### src/hdl/pidvc_pkg.sv
`timescale 1ns / 1ps
`default_nettype none

package pidvc_pkg;

  // payload and register widths
  localparam int unsigned DataW  = 16;
  localparam int unsigned ErrW   = 17;
  localparam int unsigned DiffW  = 18;
  localparam int unsigned SumW   = 32;
  localparam int unsigned MulAW  = 34;
  localparam int unsigned MulBW  = 17;
  localparam int unsigned ProdW  = MulAW + MulBW;
  localparam int unsigned AccW   = 44;
  localparam int unsigned CfgIdxW = 3;

  // register indexes
  typedef enum logic [CfgIdxW-1:0] {
    REG_PROP_GAIN   = 3'd0,
    REG_INTEG_GAIN  = 3'd1,
    REG_DERIV_GAIN  = 3'd2,
    REG_TICK_PERIOD = 3'd3,
    REG_TICK_RATE   = 3'd4,
    REG_OUT_MAX     = 3'd5,
    REG_OUT_MIN     = 3'd6
  } reg_idx_e;

  // register reset values
  localparam logic [DataW-1:0]        PropGainRst   = 16'd230;
  localparam logic [DataW-1:0]        IntegGainRst  = 16'd1792;
  localparam logic [DataW-1:0]        DerivGainRst  = 16'd0;
  localparam logic [DataW-1:0]        TickPeriodRst = 16'd655;
  localparam logic [DataW-1:0]        TickRateRst   = 16'd100;
  localparam logic signed [DataW-1:0] OutMaxRst     = 16'sh1000;
  localparam logic signed [DataW-1:0] OutMinRst     = 16'shF000;

  // sequencer states, one-hot
  typedef enum logic [6:0] {
    ST_IDLE    = 7'b0000001,
    ST_MUL_DT  = 7'b0000010,
    ST_ACC_SUM = 7'b0000100,
    ST_ACC_P   = 7'b0001000,
    ST_ACC_I   = 7'b0010000,
    ST_MUL_D   = 7'b0100000,
    ST_ACC_D   = 7'b1000000
  } state_e;

  // limit a wide value to [lo, hi]; crossed limits end at lo
  function automatic logic signed [DataW-1:0] clamp_lim(
    input logic signed [AccW-1:0]  v,
    input logic signed [DataW-1:0] hi,
    input logic signed [DataW-1:0] lo
  );
    logic signed [AccW-1:0] r;
    r = v;
    if (r > AccW'(hi)) r = AccW'(hi);
    if (r < AccW'(lo)) r = AccW'(lo);
    return r[DataW-1:0];
  endfunction

endpackage

`default_nettype wire

### src/hdl/pid_velocity_controller.sv
// pid velocity controller with output clamp
//
// input channel: in_valid_i / in_ready_o carry one control tick
// (target_velocity_i, measured_velocity_i, signed Q4.12). output channel:
// out_valid_o / out_ready_i carry the clamped drive_o (signed Q4.12).
// gains, period, rate and limits are written through cfg_we_i, cfg_index_i
// and cfg_data_i, by the user while no tick is in flight; the block never checks.
//
// one shared 34x17 multiplier runs under a small sequencer: a nonzero
// tick steps through ST_MUL_DT, ST_ACC_SUM, ST_ACC_P, ST_ACC_I, ST_MUL_D
// and ST_ACC_D (integral product, saturate with proportional product,
// integral gain product, two derivative products, sum) to the result
// register; a zero target sets the zero flag, then drives 0. in_ready_o is
// high only in idle with no zero tick pending: a new tick waits for the last.
//
// the result register holds a drive until taken; a stalled receiver holds
// the finished tick in the sequencer and then blocks new ticks.
// reset loads the default gains and limits and clears the integral, the
// stored error and the output valid.
`timescale 1ns / 1ps
`default_nettype none

module pid_velocity_controller import pidvc_pkg::*; (
  input  wire logic                       clk_i,
  input  wire logic                       rst_ni,
  input  wire logic                       in_valid_i,
  output logic                            in_ready_o,
  input  wire logic signed [DataW-1:0]    target_velocity_i,
  input  wire logic signed [DataW-1:0]    measured_velocity_i,
  output logic                            out_valid_o,
  input  wire logic                       out_ready_i,
  output logic signed [DataW-1:0]         drive_o,
  input  wire logic                       cfg_we_i,
  input  wire logic [CfgIdxW-1:0]         cfg_index_i,
  input  wire logic [DataW-1:0]           cfg_data_i
);

  // configuration registers
  logic [DataW-1:0]        prop_gain_q, integ_gain_q, deriv_gain_q;
  logic [DataW-1:0]        tick_period_q, tick_rate_q;
  logic signed [DataW-1:0] out_max_q, out_min_q;

  // sequencer and datapath state
  state_e                  state_q, state_d;
  logic signed [ErrW-1:0]  err_q, err_d;
  logic signed [ErrW-1:0]  last_error_q, last_error_d;
  logic signed [SumW-1:0]  error_sum_q, error_sum_d;
  logic signed [ProdW-1:0] prod_q, prod_d;
  logic signed [AccW-1:0]  acc_q, acc_d;
  logic                    zero_q, zero_d;
  logic                    out_valid_q, out_valid_d;
  logic signed [DataW-1:0] drive_q, drive_d;

  logic signed [MulAW-1:0] mul_a;
  logic signed [MulBW-1:0] mul_b;
  logic signed [ProdW-1:0] mul_p;
  logic signed [DataW-1:0] tgt_clamped;
  logic signed [DiffW-1:0] err_diff;
  logic signed [SumW:0]    sum_wide;
  logic                    in_fire, out_free;

  assign in_ready_o  = (state_q == ST_IDLE) && !zero_q;
  assign in_fire     = in_valid_i && in_ready_o;
  assign out_free    = !out_valid_q || out_ready_i;
  assign out_valid_o = out_valid_q;
  assign drive_o     = drive_q;

  // configuration writes
  always_ff @(posedge clk_i or negedge rst_ni) begin
    if (!rst_ni) begin
      prop_gain_q   <= PropGainRst;
      integ_gain_q  <= IntegGainRst;
      deriv_gain_q  <= DerivGainRst;
      tick_period_q <= TickPeriodRst;
      tick_rate_q   <= TickRateRst;
      out_max_q     <= OutMaxRst;
      out_min_q     <= OutMinRst;
    end else if (cfg_we_i) begin
      case (cfg_index_i)
        REG_PROP_GAIN:   prop_gain_q   <= cfg_data_i;
        REG_INTEG_GAIN:  integ_gain_q  <= cfg_data_i;
        REG_DERIV_GAIN:  deriv_gain_q  <= cfg_data_i;
        REG_TICK_PERIOD: tick_period_q <= cfg_data_i;
        REG_TICK_RATE:   tick_rate_q   <= cfg_data_i;
        REG_OUT_MAX:     out_max_q     <= cfg_data_i;
        REG_OUT_MIN:     out_min_q     <= cfg_data_i;
        default: ;
      endcase
    end
  end

  // input clamp and error difference
  assign tgt_clamped = clamp_lim(AccW'(target_velocity_i), out_max_q, out_min_q);
  assign err_diff    = DiffW'(err_q) - DiffW'(last_error_q);

  // shared multiplier operand select
  always_comb begin
    mul_a = '0;
    mul_b = '0;
    case (state_q)
      ST_MUL_DT: begin
        mul_a = MulAW'(err_q);
        mul_b = {1'b0, tick_period_q};
      end
      ST_ACC_SUM: begin
        mul_a = MulAW'(err_q);
        mul_b = {1'b0, prop_gain_q};
      end
      ST_ACC_P: begin
        mul_a = MulAW'(error_sum_q);
        mul_b = {1'b0, integ_gain_q};
      end
      ST_ACC_I: begin
        mul_a = MulAW'(err_diff);
        mul_b = {1'b0, tick_rate_q};
      end
      ST_MUL_D: begin
        mul_a = prod_q[MulAW-1:0];
        mul_b = {1'b0, deriv_gain_q};
      end
      default: ;
    endcase
  end

  assign mul_p    = mul_a * mul_b;
  assign sum_wide = (SumW+1)'(error_sum_q) + (SumW+1)'(prod_q >>> 12);

  // sequencer
  always_comb begin
    state_d      = state_q;
    err_d        = err_q;
    last_error_d = last_error_q;
    error_sum_d  = error_sum_q;
    prod_d       = prod_q;
    acc_d        = acc_q;
    zero_d       = zero_q;
    out_valid_d  = out_valid_q && !out_ready_i;
    drive_d      = drive_q;
    case (state_q)
      ST_IDLE: begin
        if (zero_q) begin
          // zero target: drive 0, state untouched
          if (out_free) begin
            out_valid_d = 1'b1;
            drive_d     = '0;
            zero_d      = 1'b0;
          end
        end else if (in_fire) begin
          err_d = ErrW'(tgt_clamped) - ErrW'(measured_velocity_i);
          if (tgt_clamped == '0) begin
            zero_d = 1'b1;
          end else begin
            state_d = ST_MUL_DT;
          end
        end
      end
      ST_MUL_DT: begin
        prod_d  = mul_p;
        state_d = ST_ACC_SUM;
      end
      ST_ACC_SUM: begin
        // saturate the integral to 32 bits
        if (sum_wide[SumW] != sum_wide[SumW-1]) begin
          error_sum_d = sum_wide[SumW] ? {1'b1, {(SumW-1){1'b0}}}
                                       : {1'b0, {(SumW-1){1'b1}}};
        end else begin
          error_sum_d = sum_wide[SumW-1:0];
        end
        prod_d  = mul_p;
        state_d = ST_ACC_P;
      end
      ST_ACC_P: begin
        acc_d   = AccW'(prod_q >>> 8);
        prod_d  = mul_p;
        state_d = ST_ACC_I;
      end
      ST_ACC_I: begin
        acc_d   = acc_q + AccW'(prod_q >>> 12);
        prod_d  = mul_p;
        state_d = ST_MUL_D;
      end
      ST_MUL_D: begin
        prod_d  = mul_p;
        state_d = ST_ACC_D;
      end
      ST_ACC_D: begin
        // final sum, clamp and hand over once the result slot is free
        if (out_free) begin
          out_valid_d  = 1'b1;
          drive_d      = clamp_lim(acc_q + AccW'(prod_q >>> 8), out_max_q, out_min_q);
          last_error_d = err_q;
          state_d      = ST_IDLE;
        end
      end
      default: state_d = ST_IDLE;
    endcase
  end

  // control state
  always_ff @(posedge clk_i or negedge rst_ni) begin
    if (!rst_ni) begin
      state_q      <= ST_IDLE;
      zero_q       <= 1'b0;
      out_valid_q  <= 1'b0;
      error_sum_q  <= '0;
      last_error_q <= '0;
    end else begin
      state_q      <= state_d;
      zero_q       <= zero_d;
      out_valid_q  <= out_valid_d;
      error_sum_q  <= error_sum_d;
      last_error_q <= last_error_d;
    end
  end

  // datapath registers
  always_ff @(posedge clk_i) begin
    err_q   <= err_d;
    prod_q  <= prod_d;
    acc_q   <= acc_d;
    drive_q <= drive_d;
  end

endmodule

`default_nettype wire

### config.mk
export PLATFORM = sky130hd
export DESIGN_NAME = pid_velocity_controller
export DESIGN_NICKNAME = d
export VERILOG_FILES = /design/src/hdl/pidvc_pkg.sv /design/src/hdl/pid_velocity_controller.sv
export SDC_FILE = /design/constraint.sdc
export NUM_CORES = 2
export LEC_CHECK = 0
export BUFFER_PORTS_ARGS = -buffer_cell sky130_fd_sc_hd__clkbuf_2
export CORE_MARGIN = 8
export CORE_UTILIZATION = 45
export CTS_CLUSTER_DIAMETER = 100
export CTS_CLUSTER_SIZE = 25
export DETAILED_ROUTE_END_ITERATION = 12
export GPL_ROUTABILITY_DRIVEN = 0
export HOLD_SLACK_MARGIN = 0.06
export PLACE_DENSITY = 0.68
export SLEW_MARGIN = 30
export SYNTH_ARGS = -nofsm -noshare
export SYNTH_HDL_FRONTEND = slang
export SYNTH_SLANG_ARGS = --single-unit
### constraint.sdc
create_clock -name clk_i -period 8.4 [get_ports clk_i]
set_clock_uncertainty 0.05 [all_clocks]
set_input_delay 1.26 -clock clk_i [delete_from_list [all_inputs] [get_ports clk_i]]
set_output_delay 1.26 -clock clk_i [all_outputs]
set_load 0.05 [all_outputs]
# Word-level counts from Yosys, hierarchy flattened
# Cells that the tools add are included.
# word_totals
wordCells,98
reg_bits,298
output_inout_bits,18
# op_classes
n_bitwise,1
mux,27
reduce_logical,24
mul,1
magnitude_cmp,4
add_sub_neg,5
eq_ne,20
# ops
operator,n
2-to-1 mux 44 bit,4
one-hot mux 34 bit (4 select lines),1
< comparator 44 x 16 -> 1 bit,2
one-hot mux 44 bit (2 select lines),1
2-to-1 mux 16 bit,5
one-hot mux 16 bit (5 select lines),1
2-to-1 mux 32 bit,2
multiplier 34 x 17 -> 51 bit,1
one-hot mux 7 bit (7 select lines),1
adder 44 x 39 -> 44 bit,1
adder 44 x 43 -> 44 bit,1
> comparator 44 x 16 -> 1 bit,1
adder 32 x 33 -> 33 bit,1
one-hot mux 16 bit (2 select lines),1
2-to-1 mux 7 bit,4
subtractor 17 x 17 -> 18 bit,1
subtractor 16 x 16 -> 17 bit,1
> comparator 16 bit,1
zero test 16 bit,1
AND reduction 2 bit,8
inequality test 2 bit (second input constant),6
== test 3 bit (second input constant),3
AND reduction 4 bit,2
== test 7 x 1 -> 1 bit (second input constant),1
other kinds (20),31

# Depth between registers and ports, before layout
# logic_depth
ltp_word,9
depth_mapped,37

# Least setup slack after synthesis
# Ideal clock, no wire load.
# synth_timing
path_kind,register to register
from,register err_q[1]
to,register prod_q[49] (data pin)
period_less_slack_ns,8.478
path_stages_with_launch,33
slack_ns,-0.078
arrival_ns,8.159
required_time_ns,8.081
cell_sequence,edfxtp_1 ha_1 nor2b_1 o21a_1 o21a_1 o311a_1 o21bai_1 a21oi_1 nor3_1 xor2_1 o21ai_0 clkbuf_1 nand2_1 fa_1 fa_1 fa_1 fa_1 inv_1 fa_1 inv_1 fa_1 inv_1 ha_1 a2111oi_0 nand3_1 a31o_2 a31oi_2 o22ai_2 a2111oi_4 o31ai_2 a31oi_1 o31ai_1 xor2_1
# synth_via
elab_chain_cells,3
# synth_lines
item,line,rtl
"start, declared",pid_velocity_controller.sv:45,"logic signed [ErrW-1:0] err_q, err_d;"
"start signal, assigned",pid_velocity_controller.sv:218,err_q <= err_d;
subtractor 17 x 17 -> 18 bit,pid_velocity_controller.sv:94,assign err_diff = DiffW'(err_q) - DiffW'(last_error_q);
one-hot mux 34 bit (4 select lines) *,pid_velocity_controller.sv:100,case (state_q)
multiplier 34 x 17 -> 51 bit *,pid_velocity_controller.sv:125,assign mul_p = mul_a * mul_b;
via mul_p[49],pid_velocity_controller.sv:56,logic signed [ProdW-1:0] mul_p;
"end signal, assigned",pid_velocity_controller.sv:219,prod_q <= prod_d;
"end, declared",pid_velocity_controller.sv:48,"logic signed [ProdW-1:0] prod_q, prod_d;"
# Mark *: on every way through the listed nets, which the timed path passes. The rest lies on a longest branch.
# A chain may end at the register's enable or synchronous reset.

# Worst setup path in the final report
# layout_timing
from,register err_q[0]
to,register prod_q[49] (data pin)
# Same word-level chain as after synthesis.

==> results.txt <==
----------------------------------------------------
[Clock tree]
  TritonCTS buffer count ... 19
  Maximum root-to-sink buffer count ... 3
  Clk sink count ... 298
  # H-tree levels ... 1
  Root Buffer ... sky130_fd_sc_hd__clkbuf_16
  Clock insertion delay at the later pin of the skew report ... 560 ps
  Clock transition at the registers of the reported paths ... 110 ps
  TritonCTS clock tree ... built

[Die]
  Effective utilization at floorplan ... 0.453
  Height of the chip ... 322 um
  Placeable core area ... 93000 um2
  Top-Level Pins ... 74
  Die footprint ... 104000 um2
  Horizontal extent of the die ... 322 um
  Row count ... 112

[Timing]
  Headroom to the max-slew limit ... 0.363
  Final critical-path share of the clock period ... 1.00
  Final Critical Period ... 8400 ps
  Setup violations, final ... 1
  Final Hold Viols ... 0
  Total negative setup slack ... -3.85 ps
  Max-slew violation total from the final report ... 0
  Setup repair after global routing missed its margin ... true
  Setup slack of the critical path after layout ... -3.85 ps
  Max Freq ... 119 MHz
  Least-Margin Pin Slew ... 951 ps

[Worst setup path]
  Stage delay of the slowest cell on the critical path ... 550 ps
  Critical path type ... reg -> reg
  Critical Path AT ... 8670 ps
  Cell mode on critical path ... sky130_fd_sc_hd__fa_1
  Crit Path Max Fanout ... 4
  CP Launch Type ... flip-flop
  Crit. End Element ... flip-flop
  Worst-path cell with the longest stage delay ... sky130_fd_sc_hd__fa_1
  Data required time at the worst endpoint ... 8660 ps

[Global route]
  Initial antenna violation count ... 0
  Total global-route track usage ... 0.233
  Wire length of the first global-routing pass ... 194 mm
  Via count of the first global-routing pass ... 35300
  Pin count of the biggest net entering global routing ... 100
  Leftover overflow at the end of global routing ... 0

[Power and ir drop]
  Post-layout power ... 0.0103 W
  Power density over the cells ... 212 nW/um2
  P_leak ... 22.8 nW
  Max IR drop VDD ... 0.000195 V
  Clock network fraction of total power ... 0.104
  Share of power burned in registers ... 0.228
  Gate power share ... 0.668
  Sw Pwr ... 0.00485 W
  Internal power ... 0.00540 W
  Sw Ratio ... 0.473

[Route]
  DRC ... 0
  Detail-routed via count per cell ... 5.59
  Detailed-router iteration count before antenna repair ... 7
  Total number of vias ... 34500
  Drt initial violations ... 2675
  Total routed wirelength ... 123 mm
  WL/cell ... 19.9 um
  Post-route ant nets ... 0

[Run status]
  Outcome ... finished with violations
  Violations in the final reports ... setup timing

[Yosys]
  Post-Synthesis Net Count ... 5539
  Share of the yosys chip area belonging to registers ... 0.193
  Number of distinct standard cells referenced by the synthesized netlist ... 103
  Yosys warning count ... 0
  Number of register bits inferred by synthesis ... 298
  Post-synth top flop ... sky130_fd_sc_hd__dfrtp_1
  Async set-or-reset flop fraction in the synthesized netlist ... 0.570
  Number of flops mapped to enable cells by yosys ... 128
  Mean post-synth cell area ... 9.21 um2
  Cells after synthesis ... 4572
  Post-Synthesis Cell Area ... 42100 um2

[Layout]
  Final antenna diode count ... 0
  Number of fill cells in the layout ... 8414
  Fraction of final layout cells with drive strength greater than 1 ... 0.187
  Post-route non-filler standard cell count ... 6178
  Nets@finish ... 5879
  Area overhead of the layout relative to synthesis ... 14.9%

[Worst hold path]
  Type of the most critical hold path ... reg -> reg

[Placed design]
  HPWL after detailed placement ... 99.5 mm
  Cell total after placement ... 6084
  Port Buf Inserts ... 73

[Job]
  Max-cap violation count ... 0

----------------------------------------------------
==> worst max-delay path, delay by kind of cell (launching register included) <==
kind            cells  cell delay [ps]
fa+ha+maj           9             3540
xor+xnor            1              150
flops               1              410
compound gates     16             3050
simple gates        3              350
buf+inv             7              620
==> power by group through the flow <==
stage,Sequential (W),Combinational (W),Clock (W)
after floorplan,0.00216,0.00466,0
after CTS,0.00232,0.00659,0.00109
after detailed placement,0.00234,0.00645,0
after global placement,0.00234,0.00632,0
final,0.00234,0.00685,0.00106
after global routing,0.00237,0.00754,0.00112
==> sequential cells by signal, indices dropped and copies added (netlist names) <==
name and flops:
acc_q 44, deriv_gain_q 16, drive_o 16, err_q 17
error_sum_q 32, integ_gain_q 16, last_error_q 17, out_max_q 16
out_min_q 16, out_valid_o 1, prod_q 51, prop_gain_q 16
state_q 7, tick_period_q 16, tick_rate_q 16, zero_q 1
==> kinds of logic after synthesis <==
| group | share of synthesized area |
|---|---|
| compound gates | 0.147 |
| simple gates | 0.134 |
| xor+xnor | 0.0348 |
| flops | 0.193 |
| mux | 0.0403 |
| fa+ha+maj | 0.370 |
| buf+inv | 0.0810 |
==> cell type report <==
type	instances	area [um2]	share of cell area
Multi-Input combinational cell	3394	31500	0.651
Sequential cell	298	8130	0.168
Timing Repair Buffer	483	3850	0.0797
Inverter	716	2690	0.0556
Tap cell	1254	1570	0.0324
Clock buffer	26	544	0.0113
Clock inverter	7	115	0.00238
==> routing by layer <==
metal,wire (um),up-vias,global-route usage,part of all wire
li1,-,16000,-,-
met1,53300,17200,0.322,0.43
met2,57300,1173,0.383,0.47
met3,7990,233,0.0278,0.065
met4,4180,0,0.0669,0.034
met5,0,-,0,0
==> repair_timing <==
action,4_1_cts,5_1_grt
gates resized for setup,57,165
endpoints found under the hold margin,0,0
hold buffers,0,0
setup endpoints to repair,21,43
pin swaps,51,131
buffers inserted,18,44
gates cloned,1,0
==> path summary, 6_finish.rpt <==
check,start,endpoint,slack (ps),cells after the start
min reg2reg,deriv_gain_q[13]$_DFFE_PN0P_,deriv_gain_q[13]$_DFFE_PN0P_,460,1
max in group asynchronous,rst_ni,last_error_q[11]$_DFFE_PN0P_,6330,2
min in group asynchronous,rst_ni,tick_period_q[8]$_DFFE_PN0P_,770,1
max,err_q[0]$_DFFE_PP_,prod_q[49]$_DFFE_PP_,-4,36
max reg2reg,err_q[0]$_DFFE_PP_,prod_q[49]$_DFFE_PP_,-4,36
min,deriv_gain_q[13]$_DFFE_PN0P_,deriv_gain_q[13]$_DFFE_PN0P_,460,1
==> cells in the mapped netlist, types with 31 or more instances <==
| cell | instances | area share |
|---|---|---|
| sky130_fd_sc_hd__nor2b_1 | 64 | 0.0095 |
| sky130_fd_sc_hd__clkbuf_1 | 120 | 0.011 |
| sky130_fd_sc_hd__xor2_1 | 56 | 0.012 |
| sky130_fd_sc_hd__and3_1 | 33 | 0.0049 |
| sky130_fd_sc_hd__o21ai_0 | 163 | 0.019 |
| sky130_fd_sc_hd__mux2_2 | 142 | 0.038 |
| sky130_fd_sc_hd__a21o_1 | 113 | 0.020 |
| sky130_fd_sc_hd__xnor2_1 | 106 | 0.022 |
| sky130_fd_sc_hd__edfxtp_1 | 128 | 0.091 |
| sky130_fd_sc_hd__fa_1 | 522 | 0.25 |
| sky130_fd_sc_hd__nor2_1 | 264 | 0.024 |
| sky130_fd_sc_hd__nand2b_1 | 31 | 0.0046 |
| sky130_fd_sc_hd__o21ai_1 | 36 | 0.0043 |
| sky130_fd_sc_hd__nor3_1 | 42 | 0.0050 |
| sky130_fd_sc_hd__a21oi_1 | 202 | 0.024 |
| sky130_fd_sc_hd__nand2_1 | 595 | 0.053 |
| sky130_fd_sc_hd__and2_1 | 51 | 0.0076 |
| sky130_fd_sc_hd__dfrtp_1 | 147 | 0.087 |
| sky130_fd_sc_hd__a211oi_1 | 33 | 0.0059 |
| sky130_fd_sc_hd__inv_1 | 713 | 0.064 |
| sky130_fd_sc_hd__ha_1 | 389 | 0.12 |
| sky130_fd_sc_hd__o21a_1 | 35 | 0.0062 |
| sky130_fd_sc_hd__nand3_1 | 52 | 0.0062 |
| sky130_fd_sc_hd__nand4_1 | 36 | 0.0053 |
==> layout by cell type, fill, tap and decap left out, drive strengths merged, types with 142 or more instances in the layout <==
master	count
fa	522
inv	719
ha	389
buf	410
o21ai	200
nand2	595
mux2	142
dfrtp	147
a21oi	203
nor2	265
==> per-stage QoR <==
| step | setup WS, ps | utilization | hold slack (ps) | instance area (um2) |
|---|---|---|---|---|
| 6_report | -3.85 | 0.520 | 463 | 48400 |
| 5_1_grt | -283 | 0.520 | 482 | 48400 |
| 4_1_cts | -3.45 | 0.510 | 467 | 47400 |
| 3_5_place_dp | -400 | 0.497 | 445 | 46300 |
| 3_3_place_gp | -310 | 0.497 | 438 | 46300 |
| 2_1_floorplan | 9.70 | - | 428 | 42100 |
(Power assumes the default switching activity.)
